File: config.mk
export PLATFORM = sky130hd
export DESIGN_NAME = calendar_date_counter
export DESIGN_NICKNAME = d
export VERILOG_FILES = /design/src/rtl/core/cdc_pkg.sv /design/src/rtl/core/calendar_date_counter.sv
export SDC_FILE = /design/constraint.sdc
export NUM_CORES = 1
export LEC_CHECK = 0
export ABC_AREA = 1
export BUFFER_PORTS_ARGS = -buffer_cell sky130_fd_sc_hd__buf_4
export CORE_UTILIZATION = 53
export DETAILED_ROUTE_END_ITERATION = 7
export GPL_ROUTABILITY_DRIVEN = 0
export MAX_ROUTING_LAYER = met4
export PLACE_DENSITY = 0.8
export SETUP_SLACK_MARGIN = 0.15
export SYNTH_ARGS = -nofsm -noshare
export SYNTH_HDL_FRONTEND = slang
export SYNTH_SLANG_ARGS = --single-unit
File: constraint.sdc
create_clock -name clk -period 4.55 [get_ports clk]
set_clock_uncertainty 0.15 [all_clocks]
set_input_delay 0.91 -clock clk [delete_from_list [all_inputs] [get_ports clk]]
set_output_delay 0.91 -clock clk [all_outputs]
set_load 0.01 [all_outputs]
File: src/rtl/core/cdc_pkg.sv
// ----------------------------------------------------------------------------
// Calendar date counter package
// Shared constants and the month length lookup for the date counter.
// ----------------------------------------------------------------------------
package cdc_pkg;

	localparam int unsigned DAY_W   = 5;
	localparam int unsigned MONTH_W = 4;
	localparam int unsigned YEAR_W  = 12;
	localparam int unsigned STAT_W  = 3;

	localparam logic [YEAR_W-1:0] YEAR_MIN     = 12'd1900;
	localparam logic [YEAR_W-1:0] YEAR_MAX_SET = 12'd2100;
	localparam logic [YEAR_W-1:0] YEAR_LIMIT   = 12'd4095;
	localparam logic [MONTH_W-1:0] MONTH_DEC   = 4'd12;
	localparam logic [MONTH_W-1:0] MONTH_FEB   = 4'd2;

	// Result status codes.
	localparam logic [STAT_W-1:0] ST_OK        = 3'd0;
	localparam logic [STAT_W-1:0] ST_BAD_YEAR  = 3'd1;
	localparam logic [STAT_W-1:0] ST_BAD_MONTH = 3'd2;
	localparam logic [STAT_W-1:0] ST_BAD_DAY   = 3'd3;
	localparam logic [STAT_W-1:0] ST_OVERFLOW  = 3'd4;

	// Operation codes.
	localparam logic OP_SET     = 1'b0;
	localparam logic OP_ADVANCE = 1'b1;

	// Number of days in a month; zero for a month code outside 1 to 12.
	function automatic logic [DAY_W-1:0] days_in_month(input logic [MONTH_W-1:0] month,
		input logic leap);
		logic [DAY_W-1:0] len;
		begin
			case (month)
				4'd1, 4'd3, 4'd5, 4'd7, 4'd8, 4'd10, 4'd12: len = 5'd31;
				4'd4, 4'd6, 4'd9, 4'd11:                   len = 5'd30;
				4'd2:                                      len = leap ? 5'd29 : 5'd28;
				default:                                   len = 5'd0;
			endcase
			return len;
		end
	endfunction

endpackage

File: src/rtl/core/calendar_date_counter.sv
// ----------------------------------------------------------------------------
// Calendar date counter
// Keeps a Gregorian date; loads a checked date or advances it day by day.
// ----------------------------------------------------------------------------
// A set transfer gives its result in the cycle after acceptance. An advance
// transfer of N days walks through S_STEP before its result shows in S_DONE,
// because the single day-step unit moves the date by one day per cycle.
// Throughput: one item at a time; the input stalls until the result is taken.
// Reset: the date clears to 1 January 1900 and the sequencer returns to idle.
module calendar_date_counter
	import cdc_pkg::*;
#(
	parameter int unsigned COUNT_BITS = 16
) (
	input  logic                clk,
	input  logic                arst_n,

	input  logic                in_valid,
	output logic                in_stall,
	input  logic                op,
	input  logic [DAY_W-1:0]    set_day,
	input  logic [MONTH_W-1:0]  set_month,
	input  logic [YEAR_W-1:0]   set_year,
	input  logic [15:0]         day_count,

	output logic                out_valid,
	input  logic                out_stall,
	output logic [DAY_W-1:0]    cur_day,
	output logic [MONTH_W-1:0]  cur_month,
	output logic [YEAR_W-1:0]   cur_year,
	output logic [STAT_W-1:0]   status
);

	// The sequencer is idle, walks days in STEP, or holds a result in DONE.
	typedef enum logic [1:0] {
		S_IDLE,
		S_STEP,
		S_DONE
	} state_t;

	state_t                 state_q;
	logic [DAY_W-1:0]       day_q;
	logic [MONTH_W-1:0]     month_q;
	logic [YEAR_W-1:0]      year_q;
	logic [STAT_W-1:0]      status_q;
	logic [COUNT_BITS-1:0]  days_left_q;

	// The leap rule needs the year modulo 100 and modulo 400. Rather than
	// divide, the block tracks the year within its century and the century
	// modulo four; both are loaded on a set and follow each year increment.
	logic [6:0]             yr_mod100_q;
	logic [1:0]             cent_mod4_q;

	logic                   in_xfer;
	logic                   out_xfer;

	// Set-path checks, evaluated on the incoming fields.
	logic                   set_year_ok;
	logic                   set_month_ok;
	logic                   set_leap;
	logic [DAY_W-1:0]       set_dim;
	logic                   set_day_ok;
	logic [7:0]             set_ofs;
	logic [6:0]             set_mod100;
	logic [1:0]             set_cent;

	// Day-step unit, evaluated on the stored date.
	logic                   cur_leap;
	logic [DAY_W-1:0]       cur_dim;

	logic [COUNT_BITS-1:0]  count_load;

	assign in_xfer  = in_valid && !in_stall;
	assign out_xfer = out_valid && !out_stall;

	assign in_stall  = (state_q != S_IDLE);
	assign out_valid = (state_q == S_DONE);

	assign cur_day   = day_q;
	assign cur_month = month_q;
	assign cur_year  = year_q;
	assign status    = status_q;

	assign count_load = COUNT_BITS'(day_count);

	always_comb begin
		set_year_ok  = (set_year >= YEAR_MIN) && (set_year <= YEAR_MAX_SET);
		set_month_ok = (set_month != 4'd0) && (set_month <= MONTH_DEC);
		// Within 1900 to 2100 only 1900 and 2100 are century years that are
		// not leap; 2000 divides by 400.
		set_leap     = (set_year[1:0] == 2'd0) && (set_year != YEAR_MIN) &&
			(set_year != YEAR_MAX_SET);
		set_dim      = days_in_month(set_month, set_leap);
		set_day_ok   = (set_day != 5'd0) && (set_day <= set_dim);

		// Offset from 1900 fits in eight bits once the year has passed its check.
		set_ofs = 8'(set_year - YEAR_MIN);
		if (set_ofs >= 8'd200) begin
			set_mod100 = 7'(set_ofs - 8'd200);
			set_cent   = 2'd1;
		end else if (set_ofs >= 8'd100) begin
			set_mod100 = 7'(set_ofs - 8'd100);
			set_cent   = 2'd0;
		end else begin
			set_mod100 = 7'(set_ofs);
			set_cent   = 2'd3;
		end

		cur_leap = (yr_mod100_q == 7'd0) ? (cent_mod4_q == 2'd0) : (year_q[1:0] == 2'd0);
		cur_dim  = days_in_month(month_q, cur_leap);
	end

	always_ff @(posedge clk or negedge arst_n) begin
		if (!arst_n) begin
			state_q     <= S_IDLE;
			day_q       <= 5'd1;
			month_q     <= 4'd1;
			year_q      <= YEAR_MIN;
			yr_mod100_q <= 7'd0;
			cent_mod4_q <= 2'd3;
			days_left_q <= '0;
			status_q    <= ST_OK;
		end else begin
			unique case (state_q)
				S_IDLE: begin
					if (in_xfer) begin
						status_q <= ST_OK;
						if (op == OP_ADVANCE) begin
							days_left_q <= count_load;
							state_q     <= S_STEP;
						end else begin
							// An invalid date leaves every field of the stored date alone.
							if (!set_year_ok) begin
								status_q <= ST_BAD_YEAR;
							end else if (!set_month_ok) begin
								status_q <= ST_BAD_MONTH;
							end else if (!set_day_ok) begin
								status_q <= ST_BAD_DAY;
							end else begin
								day_q       <= set_day;
								month_q     <= set_month;
								year_q      <= set_year;
								yr_mod100_q <= set_mod100;
								cent_mod4_q <= set_cent;
							end
							state_q <= S_DONE;
						end
					end
				end
				S_STEP: begin
					if (days_left_q == '0) begin
						state_q <= S_DONE;
					end else if (day_q < cur_dim) begin
						day_q       <= day_q + 5'd1;
						days_left_q <= days_left_q - 1'b1;
					end else if (month_q < MONTH_DEC) begin
						month_q     <= month_q + 4'd1;
						day_q       <= 5'd1;
						days_left_q <= days_left_q - 1'b1;
					end else if (year_q >= YEAR_LIMIT) begin
						// Stepping past the last representable year is refused and the
						// remaining days are dropped.
						status_q    <= ST_OVERFLOW;
						days_left_q <= '0;
						state_q     <= S_DONE;
					end else begin
						year_q      <= year_q + 12'd1;
						month_q     <= 4'd1;
						day_q       <= 5'd1;
						days_left_q <= days_left_q - 1'b1;
						if (yr_mod100_q == 7'd99) begin
							yr_mod100_q <= 7'd0;
							cent_mod4_q <= cent_mod4_q + 2'd1;
						end else begin
							yr_mod100_q <= yr_mod100_q + 7'd1;
						end
					end
				end
				S_DONE: begin
					if (out_xfer) begin
						state_q <= S_IDLE;
					end
				end
				default: begin
					state_q <= S_IDLE;
				end
			endcase
		end
	end

endmodule
* Word level (Yosys, flattened, before mapping) *
Cells that the tools add are included.

operators by class
  add/sub/neg operators = 9
  $lt $le $gt $ge = 9
  equality and inequality tests = 47
  mux-type cells = 86
  reduce and logical (&&, ||, !) cells = 30

operators by type and width
  kind                     count
  $mux W12                 9
  $mux W16                 6
  $mux W7                  12
  $mux W2                  23
  $mux W5                  9
  $eq A4 B4 Y1 const B     10
  $mux W4                  9
  $eq A4 B3 Y1 const B     8
  $pmux W16 S2             1
  $pmux W5 S3              2
  $ne A2 B2 Y1 const B     12
  $pmux W12 S2             1
  $eq A4 B2 Y1 const B     4
  $logic_not A16 Y1        1
  $sub A16 B1 Y16 const B  1
  $mux W3                  5
  $pmux W7 S2              1
  $reduce_or A7 Y1         2
  $sub A7 B7 Y7 const B    2
  $add A12 B1 Y12 const B  1
  $ge A12 B11 Y1 const B   1
  $ge A12 B12 Y1 const B   1
  $le A12 B12 Y1 const B   1
  $ne A12 B11 Y1 const B   1
  40 further kinds         58

storage, ports and cells
  flip-flop bits (word level) = 51
  input bits = 42
  word-level logic and storage cells = 189

* Depth between registers and ports, before layout *
Gate-level depths: netlist of the first run.

  depth after elaboration = 13
  depth in mapped cells = 21

* Worst setup path after synthesis of the first run *
Ideal clock, no wire load.

  path kind = flip-flop to flip-flop
  from = reg month_q[1] (netlist: cur_month[1])
  to = reg yr_mod100_q[0]
  setup time = 0.115 ns
  arrival time = 2.850 ns
  setup slack = 1.435 ns
  stages on the path, launching flop included = 16
  path buffers = 1
  cell sequence = dfrtp_1 -> ha_1 -> or2_2 -> o21ai_1 -> inv_1 -> nor3_1 -> ha_1 -> a21oi_1 -> nor2_1 -> a211oi_2 -> nand3_2 -> nand2_4 -> nor2_8 -> buf_12 -> nand2_2 -> nand2_2

on the way
  word-level cells in the longest chain between the ends = 6
  elaborated cells between the ends (all ways) = 20
  classes of those cells = order compare (2); eq/ne (14); mux (1); reduce/logical (3)

ends and longest elaborated chain
  item                                                         RTL line                      text
  start, declared                                              calendar_date_counter.sv:43   logic [MONTH_W-1:0] month_q;
  start signal, assigned                                       calendar_date_counter.sv:141  month_q <= set_month;
  start signal, assigned                                       calendar_date_counter.sv:157  month_q <= month_q + 4'd1;
  $eq A4 B1 Y1, or another cell as far along                   cdc_pkg.sv:34                 case (month)
  $reduce_or A7 Y1 / $reduce_or A4 Y1 (equally long branches)  cdc_pkg.sv:34
  $pmux W5 S3                                                  cdc_pkg.sv:34
  $lt A5 B5 Y1                                                 calendar_date_counter.sv:153  end else if (day_q < cur_dim) begin
  $ne A2 B2 Y1 (no source line)                                n/a
  $reduce_and A10 Y1 (no source line) (*)                      n/a
  end signal, assigned                                         calendar_date_counter.sv:143  yr_mod100_q <= set_mod100;
  end signal, assigned                                         calendar_date_counter.sv:175  yr_mod100_q <= yr_mod100_q + 7'd1;
  end, declared                                                calendar_date_counter.sv:51   logic [6:0] yr_mod100_q;

Every way passes the cells marked *; elsewhere a longest branch is shown, timed or not.
A chain may end at the register's enable or synchronous reset.

* Worst setup path in the final report of the first run *
  from = reg month_q[0] (netlist: cur_month[0])
  to = reg status_q[1] (netlist: status[1])

on the way
  word-level cells in the longest chain between the ends = 6
  elaborated cells between the ends (all ways) = 20
  classes of those cells = order compare (2); eq/ne (14); mux (1); reduce/logical (3)

ends and longest elaborated chain
  item                                                         RTL line                      text
  $eq A4 B1 Y1, or another cell as far along                   cdc_pkg.sv:34
  $reduce_or A7 Y1 / $reduce_or A4 Y1 (equally long branches)  cdc_pkg.sv:34
  $pmux W5 S3                                                  cdc_pkg.sv:34
  $lt A5 B5 Y1                                                 calendar_date_counter.sv:153
  $ne A2 B2 Y1 (no source line)                                n/a
  $reduce_and A6 Y1 (no source line) (*)                       n/a
  end signal, assigned                                         calendar_date_counter.sv:136  status_q <= ST_BAD_MONTH;
  end signal, assigned                                         calendar_date_counter.sv:138  status_q <= ST_BAD_DAY;
  end signal, assigned                                         calendar_date_counter.sv:163  status_q <= ST_OVERFLOW;
  end, declared                                                calendar_date_counter.sv:45   logic [STAT_W-1:0] status_q;

Marked as above.

==> results of run 1 <==
[critical path, stage by stage, from the launching register on]
cell and delay [ns]:
dfstp_2 0.60, inv_1 0.09, ha_1 0.22, nand2_1 0.10
nand3b_1 0.08, o21ai_1 0.11, inv_1 0.07, nor3_1 0.29
ha_1 0.32, a21oi_1 0.16, nor2_1 0.07, a211oi_2 0.39
nand2_1 0.15, nand2_2 0.31, nand2_1 0.17, nand2_1 0.13
nand2_1 0.06, nand2_1 0.06
[cell usage after synthesis, drive strengths merged, types with 2 or more instances]
cell type	n	area share, %
xor2	22	4.3
xnor2	5	0.97
nor2	59	5.8
buf	8	1.4
or2	4	0.56
dfstp	11	6.4
a21oi	25	2.8
a31oi	2	0.28
inv	74	6.2
nand3b	7	1.4
ha	27	7.5
o22ai	2	0.28
nor3	12	1.4
a21boi	16	2.7
nand3	67	8.1
o21ai	29	3.3
nor4	2	0.28
nand2	233	21
nand4	11	1.5
a22oi	2	0.33
clkbuf	9	0.75
dfrtp	40	22
[kinds of logic after synthesis]
kind of cell / after synthesis / synth area share [%]
xor+xnor: 27 / 5.26
compound gates: 79 / 10.3
fa+ha+maj: 27 / 7.51
buf+inv: 91 / 8.29
simple gates: 395 / 39.9
flops: 51 / 28.7
[layout make-up]
type,count,area [um2],area share (%)
clock buffer,6,82.6,1.60
clock inverter,2,16.3,0.316
inverter,74,278,5.39
multi-input combinational,528,2840,55.0
sequential,51,1290,25.0
tap,105,131,2.55
timing repair buffer,69,518,10.1
[power groups by stage]
stage                     sequential (mW)  clock (mW)  combinational (mW)
after global routing                0.454       0.315               0.129
final                               0.453       0.293               0.114
after CTS                           0.454       0.299               0.114
after global placement              0.462           0               0.110
after floorplan                     0.462           0              0.0537
after detailed placement            0.462           0               0.114
[flip-flops by register name, indices dropped and copies added, names as in the netlist]
signal	flops
days_left_q	16
cur_year	12
yr_mod100_q	7
cur_day	5
cur_month	4
status	3
cent_mod4_q	2
state_q	2
[routing by layer]
layer | vias up | routed length [um] | track usage [%]
met5 | - | 0 | -
met4 | 0 | 180 | 7.56
met3 | 17 | 413 | 2.99
met2 | 107 | 5570 | 46.5
met1 | 2121 | 5210 | 36.1
li1 | 2269 | - | -
[worst paths after layout]
check | start | endpoint | slack (ns) | cells past startpoint
hold / removal | status[0] | status[0] | 0.33 | 2
max in group asynchronous | arst_n | yr_mod100_q[3] | 3.32 | 1
setup / recovery | cur_month[0] | status[1] | 0.95 | 17
hold reg to reg | status[0] | status[0] | 0.33 | 2
setup reg to reg | cur_month[0] | status[1] | 0.95 | 17
min in group asynchronous | arst_n | cur_year[4] | 0.48 | 1
[per-stage QoR]
step,cell area [um2],cells
final,5150,835
after global routing,5150,835
after detailed placement,5050,827
after global placement,5050,827
after CTS,5150,835
after floorplan,4500,670
==> run metrics, run 1 <==
number of synthesized flops with an enable pin 0; fillers 780; Starting Density 54.7%; sw frac 27.5%; most common cell after layout, fill and taps aside nand2_1; Yosys warnings 0; Netlist cell types 40; Synth Flop Type dfrtp_1; Slew HR 22.3%; layout cells sized above 1 16.8%; worst path arrival time 3.70 ns; pre-CTS WS 0.982 ns; setup TNS 0 ns; setup slack after layout 0.950 ns; post-route ant nets 0; # rows 33; CTS tree yes; Core Area 8220 um2; CTS Buf Count 5; Period Utilization, post-route 79.1%; DR WL/cell 13.6 um; routed via count 4514; sequential share of power 52.7%; largest net degree at the start of global routing 52; Gate Count Post-Synth 670; drt total wl 11.4 mm; status finished, final reports clean; sequential fraction of the synthesis area 28.7%; Tot GR Track Use 27.9%; leakage 2.75 nW; worst hold path class flop to flop; Clk pwr share 34.0%; nets 798; Clock Tree Root clkbuf_8; Final Util 62.7%; initial antenna violation count 0; RSZ-0062 raised after global routing no; Slew @ Worst Pin 1.16 ns; syn nets 739; # H-tree levels 2; Worst Setup Start Kind flop; Post-CTS Resized 0; Final setup viols 0; drt first pass iters 6; number of synthesized register bits 51; Final Max Slew Viols 0; Hold Buf Count CTS 0; Pwr Total 0.861 mW; Hold Vio Cnt, Final 0; Max VDD drop 0.120 mV; internal power 0.624 mW; most frequent cells in the layout nand2_1, inv_1, buf_4; vias in the first global route 4347; iteration-0 DRC count of the detailed router 280; WP data required 4.65 ns; critical path class flop to flop; I/O Buffers 67; Logic pwr share 13.3%; fmax 278 MHz; die area 8850 um2; maximum capacitance violations 0; vias per inst 5.41; Longest Clk Path Bufs 2; P_sw 0.237 mW; number of buffers added for setup after CTS 0; Setup crit end kind flop; clock-pin slew on the worst setup and hold paths 0.10 ns; GRT Residual Overflow 0; DP Wirelength 8.45 mm; CP max FO 18; syn_area_per_cell 6.71 um2; Async SR Flop Fraction 100%; Die Y 94.1 um; fin crit period 3.60 ns; area grow syn2layout 14.6%; power density over cell area 167 nW/um2; first-pass GRT wire length 19.3 mm; clock latency at the later pin of the worst-skew pair 0.32 ns; Die Width 94.1 um; Mapped Area 4500 um2; clock sink count 51; Diodes inserted 0; DRC errors left 0; WHS 0.333 ns; Ports 68
No activity file was read; power rests on OpenSTA's default activity.
==> run 2, diff against run 1 <==
clock period = 3.4 ns   (was 4.55 ns; I/O delays follow)
==> run 2 against run 1 <==
First-iteration DRC count grew 17%. Utilization grew 4.2 points. Register-to-register slack lost 0.77 ns. Count of clock-buffer cells in the layout is the same. Worst hold slack lost 0.074 ns. Sequential power grew 34%. Via count grew 3.4%. Sequential share of layout area shrank 1.6 points. Critical path depth grew 1. Non-clock buffer count grew 11. Final cell count grew 1.9%. Die area is the same. Critical endpoint is now cur_year[11]. Highest routed layer unchanged.
==> run metrics, run 2 (synthesized netlist as in run 1, its figures left out) <==
status finished, final reports clean; setup TNS 0 ns; reg-to-reg startpoint cur_month[0]; power density over cell area 220 nW/um2; clock latency at the later pin of the worst-skew pair 0.31 ns; setup slack after layout 0.179 ns; WHS 0.260 ns; clock sink count 51; area grow syn2layout 22.3%; CP cell instances inv_4 > ha_4 > nand2_2 > nand3b_1 > o21ai_4 > inv_2 > nor3_4 > buf_4 > ha_4 > nand2_4 > nor2_4 > a211oi_4 > buf_4 > nand3_4 > nand2_8 > nor2_4 > nand2_2 > nand2_1; layout cells sized above 1 21.2%; DRC errors left 0; Tot GR Track Use 27.1%; Die Y 94.1 um; Max VDD drop 0.205 mV; nets 814; # rows 33; Hold Vio Cnt, Final 0; iteration-0 DRC count of the detailed router 328; pre-CTS WS 0.0970 ns; Largest Register days_left_q; Clk pwr share 37.3%; Period Utilization, post-route 94.7%; Ports 68; CP max stage cell dfstp_2; maximum capacitance violations 0; CP max FO 8; Worst path depth 18; WP data required 3.45 ns; fin crit period 3.22 ns; Layout Cells excl Fill 851; drt first pass iters 5; drt total wl 11.8 mm; first-pass GRT wire length 18.8 mm; Worst Setup Start Kind flop; sequential share of power 50.1%; Longest Clk Path Bufs 2; delay-heaviest family, CP simple AND/OR/NAND/NOR gates; largest net degree at the start of global routing 52; CTS tree yes; Crit path buffers/inverters 4; GRT Residual Overflow 0; Diodes inserted 0; Core Area 8220 um2; Design Area, Final 5500 um2; max FFs per register 16; vias in the first global route 4246; internal power 0.907 mW; Clock Tree Root clkbuf_8; critical path class flop to flop; Starting Density 54.7%; max incr delay on CP 0.61 ns; Setup crit end kind flop; worst path arrival time 3.27 ns; Final Max Slew Viols 0; worst hold path class input pin to asynchronous set/reset pin; Slew HR 21.9%; Setup crit start cur_month[0]; most common cell after layout, fill and taps aside nand2_1; Worst setup endpoint cur_year[11]; P_sw 0.305 mW; sw frac 25.1%; fmax 310 MHz; die area 8850 um2; Final setup viols 0; initial antenna violation count 0; Placed Area 5090 um2; Worst Reg-to-Reg Cells 18; vias per inst 5.48; Die Width 94.1 um; CTS Buf Count 5; post-route ant nets 0; Slew @ Worst Pin 1.17 ns; clock-pin slew on the worst setup and hold paths 0.10 ns; Reg-to-Reg End cur_year[11]; # H-tree levels 2; DR WL/cell 13.8 um; RSZ-0062 raised after global routing yes; routed via count 4666; Worst R2R Setup Slack 0.18 ns; DP Wirelength 8.25 mm; placed insts 831; most frequent cells in the layout nand2_1, buf_4, inv_1; I/O Buffers 67; Logic pwr share 12.6%; leakage 2.86 nW
-- run 2: cell count changes in the layout (fill, tap and decap cells not counted), sizes merged --
cell      change
buf          +11
bufinv        +1
clkinvlp      -1
nand3b        +2
nor2          +3
-- run 2: per-stage QoR --
stage	util (%)	power, mW
after global placement	62.0	0.765
final	66.9	1.21
after detailed placement	62.0	0.769
after global routing	66.9	1.26
after CTS	63.5	1.22
after floorplan	-	0.690
-- run 2: how the worst min path moves through the flow --
stage,start,endpoint,slack [ns],cells after the start
after floorplan,arst_n,cur_day[1],0.23,0
after global placement,status[1],status[1],0.31,2
after detailed placement,status[1],status[1],0.32,2
after CTS,arst_n,days_left_q[0],0.27,1
after global routing,arst_n,cur_year[4],0.31,1
final,arst_n,cur_year[7],0.26,1
-- run 2: power groups by stage --
stage | sequential, mW | clock (mW) | combinational, mW
6_report | 0.607 | 0.452 | 0.152
3_3_place_gp | 0.618 | 0 | 0.147
2_1_floorplan | 0.618 | 0 | 0.0718
5_1_grt | 0.607 | 0.478 | 0.172
4_1_cts | 0.607 | 0.459 | 0.151
3_5_place_dp | 0.618 | 0 | 0.151
-- run 2: what timing repair did --
| action | 4_1_cts | 5_1_grt |
|---|---|---|
| pin swaps | 0 | 14 |
| setup endpoints to repair | 6 | 51 |
| gates cloned | 0 | 5 |
| hold buffers | 0 | 0 |
| gates resized for setup | 1 | 37 |
| setup buffers | 0 | 7 |
-- run 2: worst reg2reg max path: cells and delay by family, from the launching register on --
family	cells	cell delay, ns
AO/OA/AOI/OAI	2	0.36
flip-flops	1	0.61
buffers and inverters	4	0.48
adder cells (fa/ha/maj)	2	0.37
AND/OR/NAND/NOR	10	1.15
-- run 2: layer usage --
metal | GRT usage [%] | wire length (um) | vias up | part of all wire [%]
li1 | - | - | 2307 | -
met1 | 35.3 | 5240 | 2195 | 45
met2 | 46.0 | 5790 | 146 | 49
met3 | 2.35 | 561 | 18 | 4.8
met4 | 5.51 | 165 | 0 | 1.4
met5 | - | 0 | - | 0
-- run 2: layout make-up --
cell class,instances,area (um2)
Tap cell,105,131
Sequential cell,51,1290
Clock buffer,6,82.6
Multi-Input combinational cell,533,3060
Clock inverter,2,35.0
Timing Repair Buffer,80,617
Fill cell,717,2720
Inverter,74,283
==> run 3, diff against run 2 <==
ABC_AREA = unset   (was 1)
PLACE_DENSITY = 0.81   (was 0.8)
==> run 3 against run 2 <==
Synthesized cell count is 23% lower. Combinational power rose to 17 times the previous value. Worst hold slack worse by 0.023 ns. Via count fell by 4.3%. Sequential share of layout area is 0.12 points higher. Largest cell class unchanged.
==> run metrics, run 3 <==
setup TNS 0 ns; Final Max Slew Viols 0; fin crit period 3.37 ns; met1 Usage GRT 37.3%; Diodes inserted 0; Slew HR 20.7%; # rows 31; sequential fraction of the synthesis area 31.0%; Reg-to-Reg End days_left_q[4]; Final setup viols 0; Core Area 7410 um2; critical path class flop to flop; RSZ-0062 raised after global routing yes; Yosys warnings 0; setup slack after layout 0.0278 ns; pre-CTS WS -0.157 ns; syn nets 582; Hold Buf Count CTS 0; nets 670; max FFs per register 16; Longest Clk Path Bufs 2; most common cell after layout, fill and taps aside buf_4; clock sink count 51; number of synthesized register bits 51; CP max FO 7; Period Utilization, post-route 99.2%; I/O Buffers 67; vias in the first global route 4272; most frequent cells after synthesis a21oi_1, nand2_1, dfrtp_1; reg-to-reg startpoint cur_month[0]; Clk pwr share 11.8%; Synth Flop Type dfrtp_1; routed via count 4464; first-pass GRT wire length 20.1 mm; Tot GR Track Use 30.6%; # H-tree levels 2; Setup crit end kind flop; vias per inst 6.37; GRT Residual Overflow 0; Mapped Area 4160 um2; DP Wirelength 8.37 mm; syn_area_per_cell 8.11 um2; Worst Reg-to-Reg Cells 13; fillers 538; initial antenna violation count 0; drt total wl 12.6 mm; largest net degree at the start of global routing 52; Netlist cell types 73; sw frac 44.8%; internal power 2.48 mW; Logic pwr share 57.6%; Async SR Flop Fraction 100%; count leader, synth a21oi_1; top cell type's share of synthesized area 24.1%; met3 Track Usage GR 3.87%; area grow syn2layout 31.3%; Die Y 90.6 um; Hold Vio Cnt, Final 0; leakage 2.30 nW; Die Width 90.6 um; Gate Count Post-Synth 513; Top Usage Layer GRT met2; iteration-0 DRC count of the detailed router 256; clock latency at the later pin of the worst-skew pair 0.32 ns; worst path arrival time 3.44 ns; clock-pin slew on the worst setup and hold paths 0.11 ns; Slew @ Worst Pin 1.19 ns; Worst Setup Start Kind flop; number of synthesized flops with an enable pin 0; CTS Buf Count 5; worst hold path class input pin to asynchronous set/reset pin; Starting Density 56.2%; Max VDD drop 0.479 mV; WP data required 3.47 ns; sequential share of power 30.6%; Ports 68; CTS tree yes; ranking of synthesized cells by area dfrtp_1, ha_1, dfstp_2; leading area contributor after synthesis dfrtp_1; Clock Tree Root clkbuf_8; drt first pass iters 4; P_sw 2.01 mW; maximum capacitance violations 0; Largest Register days_left_q; DR WL/cell 17.9 um; most frequent cells in the layout buf_4, nand2_1, a21oi_1; layout cells sized above 1 32.1%; status finished, final reports clean; DRC errors left 0; post-route ant nets 0; die area 8210 um2; fmax 297 MHz; GR Util met2 51.9%; power density over cell area 822 nW/um2; Worst R2R Setup Slack 0.03 ns
==> run 3: layer usage <==
metal | part of all wire (%) | wire [um]
met5 | 0 | 0
met1 | 42 | 5280
met3 | 4.6 | 582
met4 | 2.0 | 250
met2 | 51 | 6470
==> run 3: power by group through the flow <==
stage                     clock network, mW  registers [mW]  logic [mW]
after detailed placement                  0            1.34        2.06
final                                 0.531            1.37        2.59
after CTS                             0.534            1.34        2.33
after global routing                  0.559            1.42        2.82
after floorplan                           0            1.28        1.38
after global placement                    0            1.32        1.99
==> run 3: per-stage QoR <==
stage | util (%) | power, mW | hold WS, ns | instances | area, um2
floorplan | - | 2.66 | 0.234 | 513 | 4210
global placement | 65.9 | 3.30 | 0.348 | 674 | 4880
detailed placement | 65.9 | 3.40 | 0.356 | 674 | 4880
CTS | 71.1 | 4.21 | 0.266 | 696 | 5270
global route | 73.7 | 4.79 | 0.289 | 701 | 5460
finish | 73.7 | 4.49 | 0.237 | 701 | 5460
==> run 3: what timing repair did <==
item	CTS	global route
setup buffers	13	3
gates cloned	1	2
pin swaps	19	13
resized for setup	28	44
hold endpoints to repair	0	0
setup endpoints to repair	38	50
==> run 3: logic make-up after synthesis <==
group                      synth area share [%]
AOI/OAI and AO/OA                          27.1
xor gates and xnor gates                   1.68
adders and majority gates                  8.12
buffers and inverters                      5.59
DFF                                        31.0
muxes                                      2.08
and+or+nand+nor                            24.4
==> run 3: worst max path at each step <==
stage                 startpoint  cells after the start              to  slack (ns)
floorplan           cur_month[1]                     13  days_left_q[7]        0.17
global placement     set_year[2]                     15      cur_day[3]       -0.04
detailed placement   set_year[3]                     16      cur_day[3]       -0.16
CTS                 cur_month[0]                     13     cur_year[7]        0.09
global route        cur_month[0]                     15  days_left_q[6]       -0.09
finish              cur_month[0]                     13  days_left_q[4]        0.03
==> run 3: final cells by class <==
| type | count | area (um2) | area share [%] |
|---|---|---|---|
| clock buffer | 5 | 68.8 | 1.26 |
| clock inverter | 3 | 71.3 | 1.31 |
| tap | 99 | 124 | 2.27 |
| multi-input combinational | 405 | 2950 | 54.0 |
| timing repair buffer | 107 | 842 | 15.4 |
| inverter | 31 | 119 | 2.18 |
| sequential | 51 | 1290 | 23.6 |
==> run 3: critical path, stage by stage (launching register included) <==
cell      delay, ns
dfstp_2        0.59
inv_4          0.05
ha_4           0.15
o31a_1         0.24
o21ai_2        0.14
a21boi_4       0.30
ha_4           0.18
and4_4         0.27
nand4b_1       0.20
a21oi_4        0.30
nand2b_4       0.25
buf_6          0.13
nor4_2         0.04
a311o_1        0.28
